$ cat config.mk
export PLATFORM = sky130hd
export DESIGN_NAME = lfhcc_core
export DESIGN_NICKNAME = d
export VERILOG_FILES = /design/src/rtl/lfhcc_pkg.sv /design/src/rtl/lfhcc_core.sv
export SDC_FILE = /design/constraint.sdc
export NUM_CORES = 1
export LEC_CHECK = 0
export ABC_AREA = 1
export BUFFER_PORTS_ARGS = -buffer_cell sky130_fd_sc_hd__buf_2
export CAP_MARGIN = 20
export CORE_MARGIN = 1.5
export CORE_UTILIZATION = 55
export DETAILED_ROUTE_END_ITERATION = 16
export PLACE_DENSITY_LB_ADDON = 0.12
export SLEW_MARGIN = 5
export SYNTH_ARGS = -nofsm -noshare
export SYNTH_HDL_FRONTEND = slang
export SYNTH_SLANG_ARGS = --single-unit
export TNS_END_PERCENT = 5
$ cat constraint.sdc
create_clock -name clk -period 10.15 [get_ports clk]
set_input_delay 1.015 -clock clk [delete_from_list [all_inputs] [get_ports clk]]
set_output_delay 1.015 -clock clk [all_outputs]
set_load 0.01 [all_outputs]
$ cat src/rtl/lfhcc_pkg.sv
// ----------------------------------------------------------------------------
// lfhcc_pkg
// Types, codes and the bytewise CRC-16 step for the load file checker.
// ----------------------------------------------------------------------------
package lfhcc_pkg;

    localparam int COUNT_WIDTH_DEF = 34;
    localparam int RING_AW         = 16;
    localparam int RING_DEPTH      = 1 << RING_AW;

    // header layout and size limits
    localparam int LEN_BYTES  = 4;
    localparam int VER_END    = 6;
    localparam int MIN_BYTES  = 8;
    localparam int CRC_BYTES  = 2;

    // register indexes
    localparam logic [2:0] REG_POLY    = 3'd0;
    localparam logic [2:0] REG_INIT    = 3'd1;
    localparam logic [2:0] REG_XOR     = 3'd2;
    localparam logic [2:0] REG_VERSION = 3'd3;
    localparam logic [2:0] REG_OFFSET  = 3'd4;
    localparam logic [2:0] REG_MINSIZE = 3'd5;

    // status codes
    localparam logic [2:0] STATUS_OK        = 3'd0;
    localparam logic [2:0] STATUS_TOO_SMALL = 3'd1;
    localparam logic [2:0] STATUS_SIZE      = 3'd2;
    localparam logic [2:0] STATUS_VERSION   = 3'd3;
    localparam logic [2:0] STATUS_BAD_CRC   = 3'd4;

    // register reset values
    localparam logic [15:0] POLY_RST    = 16'h1021;
    localparam logic [15:0] INIT_RST    = 16'hFFFF;
    localparam logic [15:0] XOR_RST     = 16'h0000;
    localparam logic [15:0] VERSION_RST = 16'h0000;
    localparam logic [15:0] OFFSET_RST  = 16'd2;
    localparam logic [7:0]  MINSIZE_RST = 8'd8;

    typedef struct packed {
        logic [15:0] poly;
        logic [15:0] init;
        logic [15:0] final_xor;
        logic [15:0] version;
        logic [15:0] offset;
        logic [7:0]  min_bytes;
    } cfg_t;

    typedef struct packed {
        logic [2:0]  status;
        logic [31:0] length_words;
        logic [15:0] version;
        logic [15:0] stored_crc;
        logic [15:0] computed_crc;
    } res_t;

    // Non-reflected CRC-16, MSB first, one byte.
    function automatic logic [15:0] crc16_byte(
        input logic [15:0] crc,
        input logic [7:0]  data,
        input logic [15:0] poly
    );
        logic [15:0] c;
        c = crc ^ {data, 8'h00};
        for (int i = 0; i < 8; i++) begin
            if (c[15])
                c = {c[14:0], 1'b0} ^ poly;
            else
                c = {c[14:0], 1'b0};
        end
        return c;
    endfunction

endpackage

$ cat src/rtl/lfhcc_core.sv
// ----------------------------------------------------------------------------
// lfhcc_core
// Per-file state: byte count, CRC, header fields, and the result compute.
// ----------------------------------------------------------------------------
module lfhcc_core #(
    parameter int COUNT_WIDTH = lfhcc_pkg::COUNT_WIDTH_DEF
) (
    input  logic             clk,
    input  logic             rst_n,
    input  logic             fire,
    input  logic [7:0]       data,
    input  logic             last,
    input  logic [7:0]       ring_byte,
    input  lfhcc_pkg::cfg_t  cfg,
    output lfhcc_pkg::res_t  res
);
    import lfhcc_pkg::*;

    localparam int CMP_W = (COUNT_WIDTH > 33) ? COUNT_WIDTH : 33;
    localparam logic [COUNT_WIDTH-1:0] COUNT_MAX = {COUNT_WIDTH{1'b1}};

    logic [COUNT_WIDTH-1:0] count_reg, count_next;
    logic [15:0]            crc_reg;
    logic [31:0]            len_reg;
    logic [15:0]            ver_reg;
    logic [7:0]             la_d1_reg, la_d2_reg, prev_reg;

    logic [7:0]       la_byte;
    logic [7:0]       feed_byte;
    logic [15:0]      crc_base, crc_new;
    logic [31:0]      len_now;
    logic [15:0]      ver_now;
    logic [CMP_W-1:0] n_ext, offs_ext, len2_ext;
    logic             offs_ok;
    logic [15:0]      stored;
    logic [15:0]      computed;

    // with offset 2 the lookahead byte is the one arriving now
    assign la_byte = (cfg.offset == 16'(CRC_BYTES)) ? data : ring_byte;

    assign count_next = (count_reg == COUNT_MAX) ? count_reg : count_reg + 1'b1;
    assign crc_base   = (count_reg == '0) ? cfg.init : crc_reg;

    assign n_ext    = CMP_W'(count_next);
    assign offs_ext = CMP_W'(cfg.offset);

    always_comb
    begin
        case (cfg.offset)
            16'd0:   feed_byte = data;
            16'd1:   feed_byte = prev_reg;
            default: feed_byte = la_d2_reg;
        endcase
    end

    assign crc_new = (n_ext > offs_ext) ? crc16_byte(crc_base, feed_byte, cfg.poly)
                                        : crc_base;

    // header capture, big-endian
    always_comb
    begin
        len_now = len_reg;
        ver_now = ver_reg;
        if (count_reg < COUNT_WIDTH'(LEN_BYTES))
        begin
            case (count_reg[1:0])
                2'd0:    len_now[31:24] = data;
                2'd1:    len_now[23:16] = data;
                2'd2:    len_now[15:8]  = data;
                default: len_now[7:0]   = data;
            endcase
        end
        else if (count_reg < COUNT_WIDTH'(VER_END))
        begin
            if (count_reg[0])
                ver_now[7:0] = data;
            else
                ver_now[15:8] = data;
        end
    end

    assign len2_ext = CMP_W'({len_now, 1'b0});
    assign offs_ok  = (cfg.offset >= 16'(CRC_BYTES)) && (offs_ext <= n_ext);
    assign stored   = offs_ok ? {la_d1_reg, la_byte} : 16'h0000;
    assign computed = crc_new ^ cfg.final_xor;

    always_comb
    begin
        res.length_words = len_now;
        res.version      = ver_now;
        res.stored_crc   = stored;
        res.computed_crc = computed;
        if ((n_ext <= CMP_W'(cfg.min_bytes)) || (n_ext < CMP_W'(MIN_BYTES)) || !offs_ok)
            res.status = STATUS_TOO_SMALL;
        else if (len2_ext != n_ext)
            res.status = STATUS_SIZE;
        else if (ver_now != cfg.version)
            res.status = STATUS_VERSION;
        else if (stored != computed)
            res.status = STATUS_BAD_CRC;
        else
            res.status = STATUS_OK;
    end

    always_ff @(posedge clk or negedge rst_n)
    begin
        if (!rst_n)
        begin
            count_reg <= '0;
            crc_reg   <= INIT_RST;
            len_reg   <= '0;
            ver_reg   <= '0;
        end
        else if (fire)
        begin
            if (last)
            begin
                count_reg <= '0;
                len_reg   <= '0;
                ver_reg   <= '0;
            end
            else
            begin
                count_reg <= count_next;
                len_reg   <= len_now;
                ver_reg   <= ver_now;
            end
            crc_reg <= crc_new;
        end
    end

    // lookahead history: d1 is one item back, d2 two items back
    always_ff @(posedge clk)
    begin
        if (fire)
        begin
            la_d1_reg <= la_byte;
            la_d2_reg <= la_d1_reg;
            prev_reg  <= data;
        end
    end

endmodule
# ---- After elaboration in Yosys (flattened, before gate mapping)
# Index checks and enable logic that the tools add are counted.
dict set report totals {
  reg_bits 122
  input_bits 108
  out_inout_bits 83
  wordCells 71
}
dict set report op_classes {
  order_cmp 7
  n_eq_ne 8
  bitwise 10
  mux 30
  n_addsub 1
  n_reduce_logical 8
}
# op count
set ops {}
lappend ops {{16-bit two-way mux} 14}
lappend ops {{16-bit XOR} 10}
lappend ops {{34-bit by 3-bit < comparator with 1-bit output (second input constant)} 2}
lappend ops {{34-bit two-way mux} 2}
lappend ops {{32-bit two-way mux} 2}
lappend ops {{8-bit two-way mux} 7}
lappend ops {{34-bit by 1-bit adder with 34-bit output (second input constant)} 1}
lappend ops {{34-bit equality test (second input constant)} 1}
lappend ops {{34-bit by 16-bit greater-than comparator with 1-bit output} 1}
lappend ops {{16-bit by 34-bit <= comparator with 1-bit output} 1}
lappend ops {{34-bit by 8-bit <= comparator with 1-bit output} 1}
lappend ops {{34-bit logical NOT} 1}
lappend ops {{34-bit by 4-bit < comparator with 1-bit output (second input constant)} 1}
lappend ops {{33-bit by 34-bit != test with 1-bit output} 1}
lappend ops {{16-bit != test} 2}
lappend ops {{16-bit by 1-bit equality test with 1-bit output (second input constant)} 1}
lappend ops {{16-bit by 2-bit equality test with 1-bit output (second input constant)} 1}
lappend ops {{16-bit by 2-bit >= comparator with 1-bit output (second input constant)} 1}
lappend ops {{16-bit logical NOT} 1}
lappend ops {{8-bit case mux with 2 select lines} 1}
lappend ops {{3-bit two-way mux} 4}
lappend ops {{3-bit OR reduction} 1}
lappend ops {{2-bit by 1-bit equality test with 1-bit output (second input constant)} 1}
lappend ops {{2-bit equality test (second input constant)} 1}
lappend ops {{4 further kinds} 5}

# ---- Longest topological paths before layout
dict set report depth {
  depth_word 26
  mapped_depth 45
}

# ---- Worst setup path before layout
# Ideal clock, no wire load.
dict set report synth_path {
  path_type {in2out}
  start {in cfg[21] in the netlist's numbering}
  end {out res[82] in the netlist's numbering}
  setup_slack_ns 4.740
  cell_stages 39
  arrival_ns 4.395
  path_cell_list {nor2_1 nand2_1 nor2_4 nand2_4 nand2_1 inv_1 nor2_1 nand3_2 nand3_2 nor2_1 nor2_4 nand3_2 nand2_2 nand2_2 nand2_4 nand2_2 nor2_2 nand2_2 (+3 left out) nand2_2 buf_6 buf_4 nand3_1 nand2_1 nand3_1 nand2_1 inv_1 nand2_1 nand3_1 nand3_1 nand2_1 nand2_1 nand2_1 nor2_1 nand2_1 nor2_1 a21oi_1}
}
# item line
set synth_rtl {}
lappend synth_rtl {{start, declared} lfhcc_core.sv:14} ;# input lfhcc_pkg::cfg_t cfg,
lappend synth_rtl {{end, declared} lfhcc_core.sv:15} ;# output lfhcc_pkg::res_t res

==> qor.csv <==
stage,metric,value,unit
floorplan,die width,152.3,um
floorplan,FP Rows,54,
layout,Antenna Cells,0,
synthesis,Cell variety after synth,55,
synthesis,Synth top area share,18.03,%
clocking,clock buffer depth,2,
sta,Final Hold Vio Count,0,
routing,Pre-antenna DRT Iters,6,
setup_path,crit-path max FO,32,
floorplan,Initial Utilization,56.17,%
power,switch share,53.34,%
power,logic gate share of total power,65.2,%
grt,vias in the first global route,12630,
power,Int Power,1.665,mW
power,Switching Power,1.903,mW
placed_design,IO buf count,190,
routing,ANT nets after route,0,
layout,"commonest non-fill, non-tap cell in the layout",nand2_1,
outcome,outcome,finished clean,
clocking,Root Driver,clkbuf_16,
grt,first-pass GRT wire length,67730,um
floorplan,I/O pins,191,
sta,RSZ-0062 raised after global routing,no,
synthesis,syn_area_per_cell,6.255,sq um
clocking,number of hold buffers added after cts,0,
worst_hold_path,Min-Delay Path Class,register to register,
placed_design,Post-DP HPWL,33430,um
power,share of power burned in registers,17.0,%
sta,setup_tns,0,ns
setup_path,Setup crit end kind,primary output,
synthesis,register area share after synthesis,26.05,%
clocking,CTS Sinks,122,
sta,Max Clk Rate,0.1219,GHz
synthesis,Synth Flop Type,dfrtp_1,
placed_design,DP Worst Slack,2.430,ns
sta,Rel. slew slack,30.90,%
clocking,clk_lat worst skew,0.43,ns
placed_design,gpl congestion,1.025,
clocking,Worst-path clk slew,0.07,ns
layout,layout cells sized above 1,16.20,%
grt,Total GRT Usage,36.72,%
sta,final setup margin,1.944,ns
routing,# DRC,0,
synthesis,Gate Count Post-Synth,1960,
routing,DR vias/cell,5.701,
setup_path,"most used cell, CP",nand3_1,
routing,average routed wire per standard cell,17.98,um
setup_path,kind of critical path,register to primary output,
sta,max-slew violation count,0,
setup_path,kind of cell adding the most delay to the critical path,simple AND/OR/NAND/NOR gates,
layout,Layout area overhead,13.08,%
synthesis,cell area after synthesis,12260,sq um
floorplan,core box area,21820,sq um
synthesis,top post-synthesis cells by area,"nand2_1 (18%), dfrtp_1 (17%), inv_1 (9.3%), nand3_1 (9.3%), edfxtp_1 (5.9%)",
clocking,CTS tree,yes,
grt,total grt overflow,0,
synthesis,asr flop ratio synth,80.33,%
synthesis,Ys Warns,0,
clocking,H-tree depth,4,
clocking,TritonCTS buffer count,17,
layout,Largest register FFs,34,
setup_path,"slowest stage delay, CP",0.65,ns
setup_path,Critical-path top delay cell,nand4_1,
clocking,Post-CTS Setup Inserts,0,
synthesis,post-synthesis net count,2096,
floorplan,Die Y,152.3,um
power,clock network fraction of total power,17.8,%
setup_path,Worst Path Buf+Inv,4,
synthesis,"FF+latch count, synth",122,
grt,largest net degree at the start of global routing,90,
layout,"commonest cells after routing, fill and taps aside","nand2_1 (589), inv_1 (303), nand3_1 (227)",
floorplan,die area,23190,sq um
setup_path,CP arrival,7.19,ns
sta,worst hold slack,0.4660,ns
sta,ratio of final minimum period to clock period,80.84,%
routing,Vias,13710,
grt,initial antenna violation count,0,
run,max cap viols,0,
power,leak pwr,7.716,nW
layout,Filler cells,2110,
setup_path,required time of the critical path,9.14,ns
synthesis,Post-synth EDFFs,24,
setup_path,CP Launch Type,register,
layout,Final #Nets,2247,
sta,Tmin final,8.206,ns
sta,worst-margin pin slew,1.037,ns
synthesis,"area leader, netlist",nand2_1,
sta,clk_skew,0.01460,ns
clocking,Post-CTS Resized,0,
power,pwr/cell area,257.3,nW/um^2
routing,WL final,43230,um
routing,initial DRC count,1381,
power,Max VDD drop,122.4,uV
sta,Finish-stage setup viols,0,
==> worst reg2reg max path: cells and delay by family, from the launching register on <==
kind,cells,cell delay (ns)
AND/OR/NAND/NOR,25,5.01
adder cells (fa/ha/maj),1,0.23
AO/OA/AOI/OAI,1,0.16
buffers and inverters,3,0.37
flip-flops,1,0.46
==> logic make-up (layout without fill, tap and decap cells) <==
kind of cell | after synthesis | count (layout) | synth area share, %
and+or+nand+nor | 1118 | 1118 | 41.37
buffers and inverters | 380 | 544 | 12.41
AOI/OAI and AO/OA | 225 | 225 | 11.10
DFF | 122 | 122 | 26.05
xor gates and xnor gates | 87 | 87 | 6.216
adders and majority gates | 28 | 28 | 2.858
==> per-stage QoR <==
stage          cell area (sq um)  cells  total power, mW  utilization, %
2_1_floorplan              12260   1960            2.416               -
3_3_place_gp               13270   2372            2.865           60.78
3_5_place_dp               13270   2372            2.901           60.78
4_1_cts                    13860   2404            3.539           63.52
5_1_grt                    13860   2404            3.869           63.52
6_report                   13860   2404            3.567           63.52
==> synthesized netlist by cell type, types with 5 or more instances <==
| library cell | number |
|---|---|
| nor2_2 | 15 |
| nor2_1 | 141 |
| inv_2 | 14 |
| dfstp_2 | 16 |
| o21bai_1 | 5 |
| nand2_2 | 21 |
| or2_2 | 12 |
| nand4_1 | 29 |
| edfxtp_1 | 24 |
| nand3_1 | 227 |
| o21a_1 | 32 |
| o21ai_0 | 93 |
| nand3_2 | 20 |
| o22ai_1 | 48 |
| xor2_1 | 61 |
| nor4_1 | 15 |
| inv_1 | 303 |
| buf_4 | 8 |
| clkbuf_1 | 34 |
| dfrtp_1 | 82 |
| nor3_1 | 20 |
| xnor2_1 | 26 |
| a21oi_1 | 19 |
| nand2_1 | 589 |
| nand3b_1 | 5 |
| buf_2 | 10 |
| buf_6 | 5 |
| nand2_4 | 8 |
| ha_1 | 28 |
==> metal layers <==
layer	track usage, %	vias up	wire length [um]	share of wire, %
li1	-	6609	-	-
met1	47.37	6318	17630	41
met2	62.77	674	20770	48
met3	4.465	104	3277	7.6
met4	14.19	0	1559	3.6
met5	0	-	0	0
==> path summary, 6_finish.rpt <==
kind	from	end	slack, ns	cells after the start
max	count_reg[0]	res[82]	1.94	36
min	la_d1_reg[2]	la_d2_reg[2]	0.47	0
max reg2reg	count_reg[0]	crc_reg[13]	3.83	30
min reg2reg	la_d1_reg[2]	la_d2_reg[2]	0.47	0
max in group asynchronous	rst_n	count_reg[29]	8.39	2
min in group asynchronous	rst_n	len_reg[6]	0.59	1
==> layout make-up <==
| cell class | instances | area (sq um) | area share, % |
|---|---|---|---|
| inverter | 318 | 1194 | 8.610 |
| sequential | 122 | 3193 | 23.03 |
| multi-input combinational | 1458 | 7545 | 54.42 |
| timing repair buffer | 194 | 983.4 | 7.094 |
| tap | 280 | 350.3 | 2.527 |
| clock inverter | 15 | 172.7 | 1.245 |
| clock buffer | 17 | 425.4 | 3.069 |
==> power by group through the flow <==
stage	sequential, mW	clock (mW)	combinational [mW]
global placement	0.613	0	2.25
global route	0.612	0.657	2.60
finish	0.607	0.636	2.32
CTS	0.606	0.637	2.30
floorplan	0.606	0	1.81
detailed placement	0.614	0	2.29
Power figures use the tool's default switching activity.
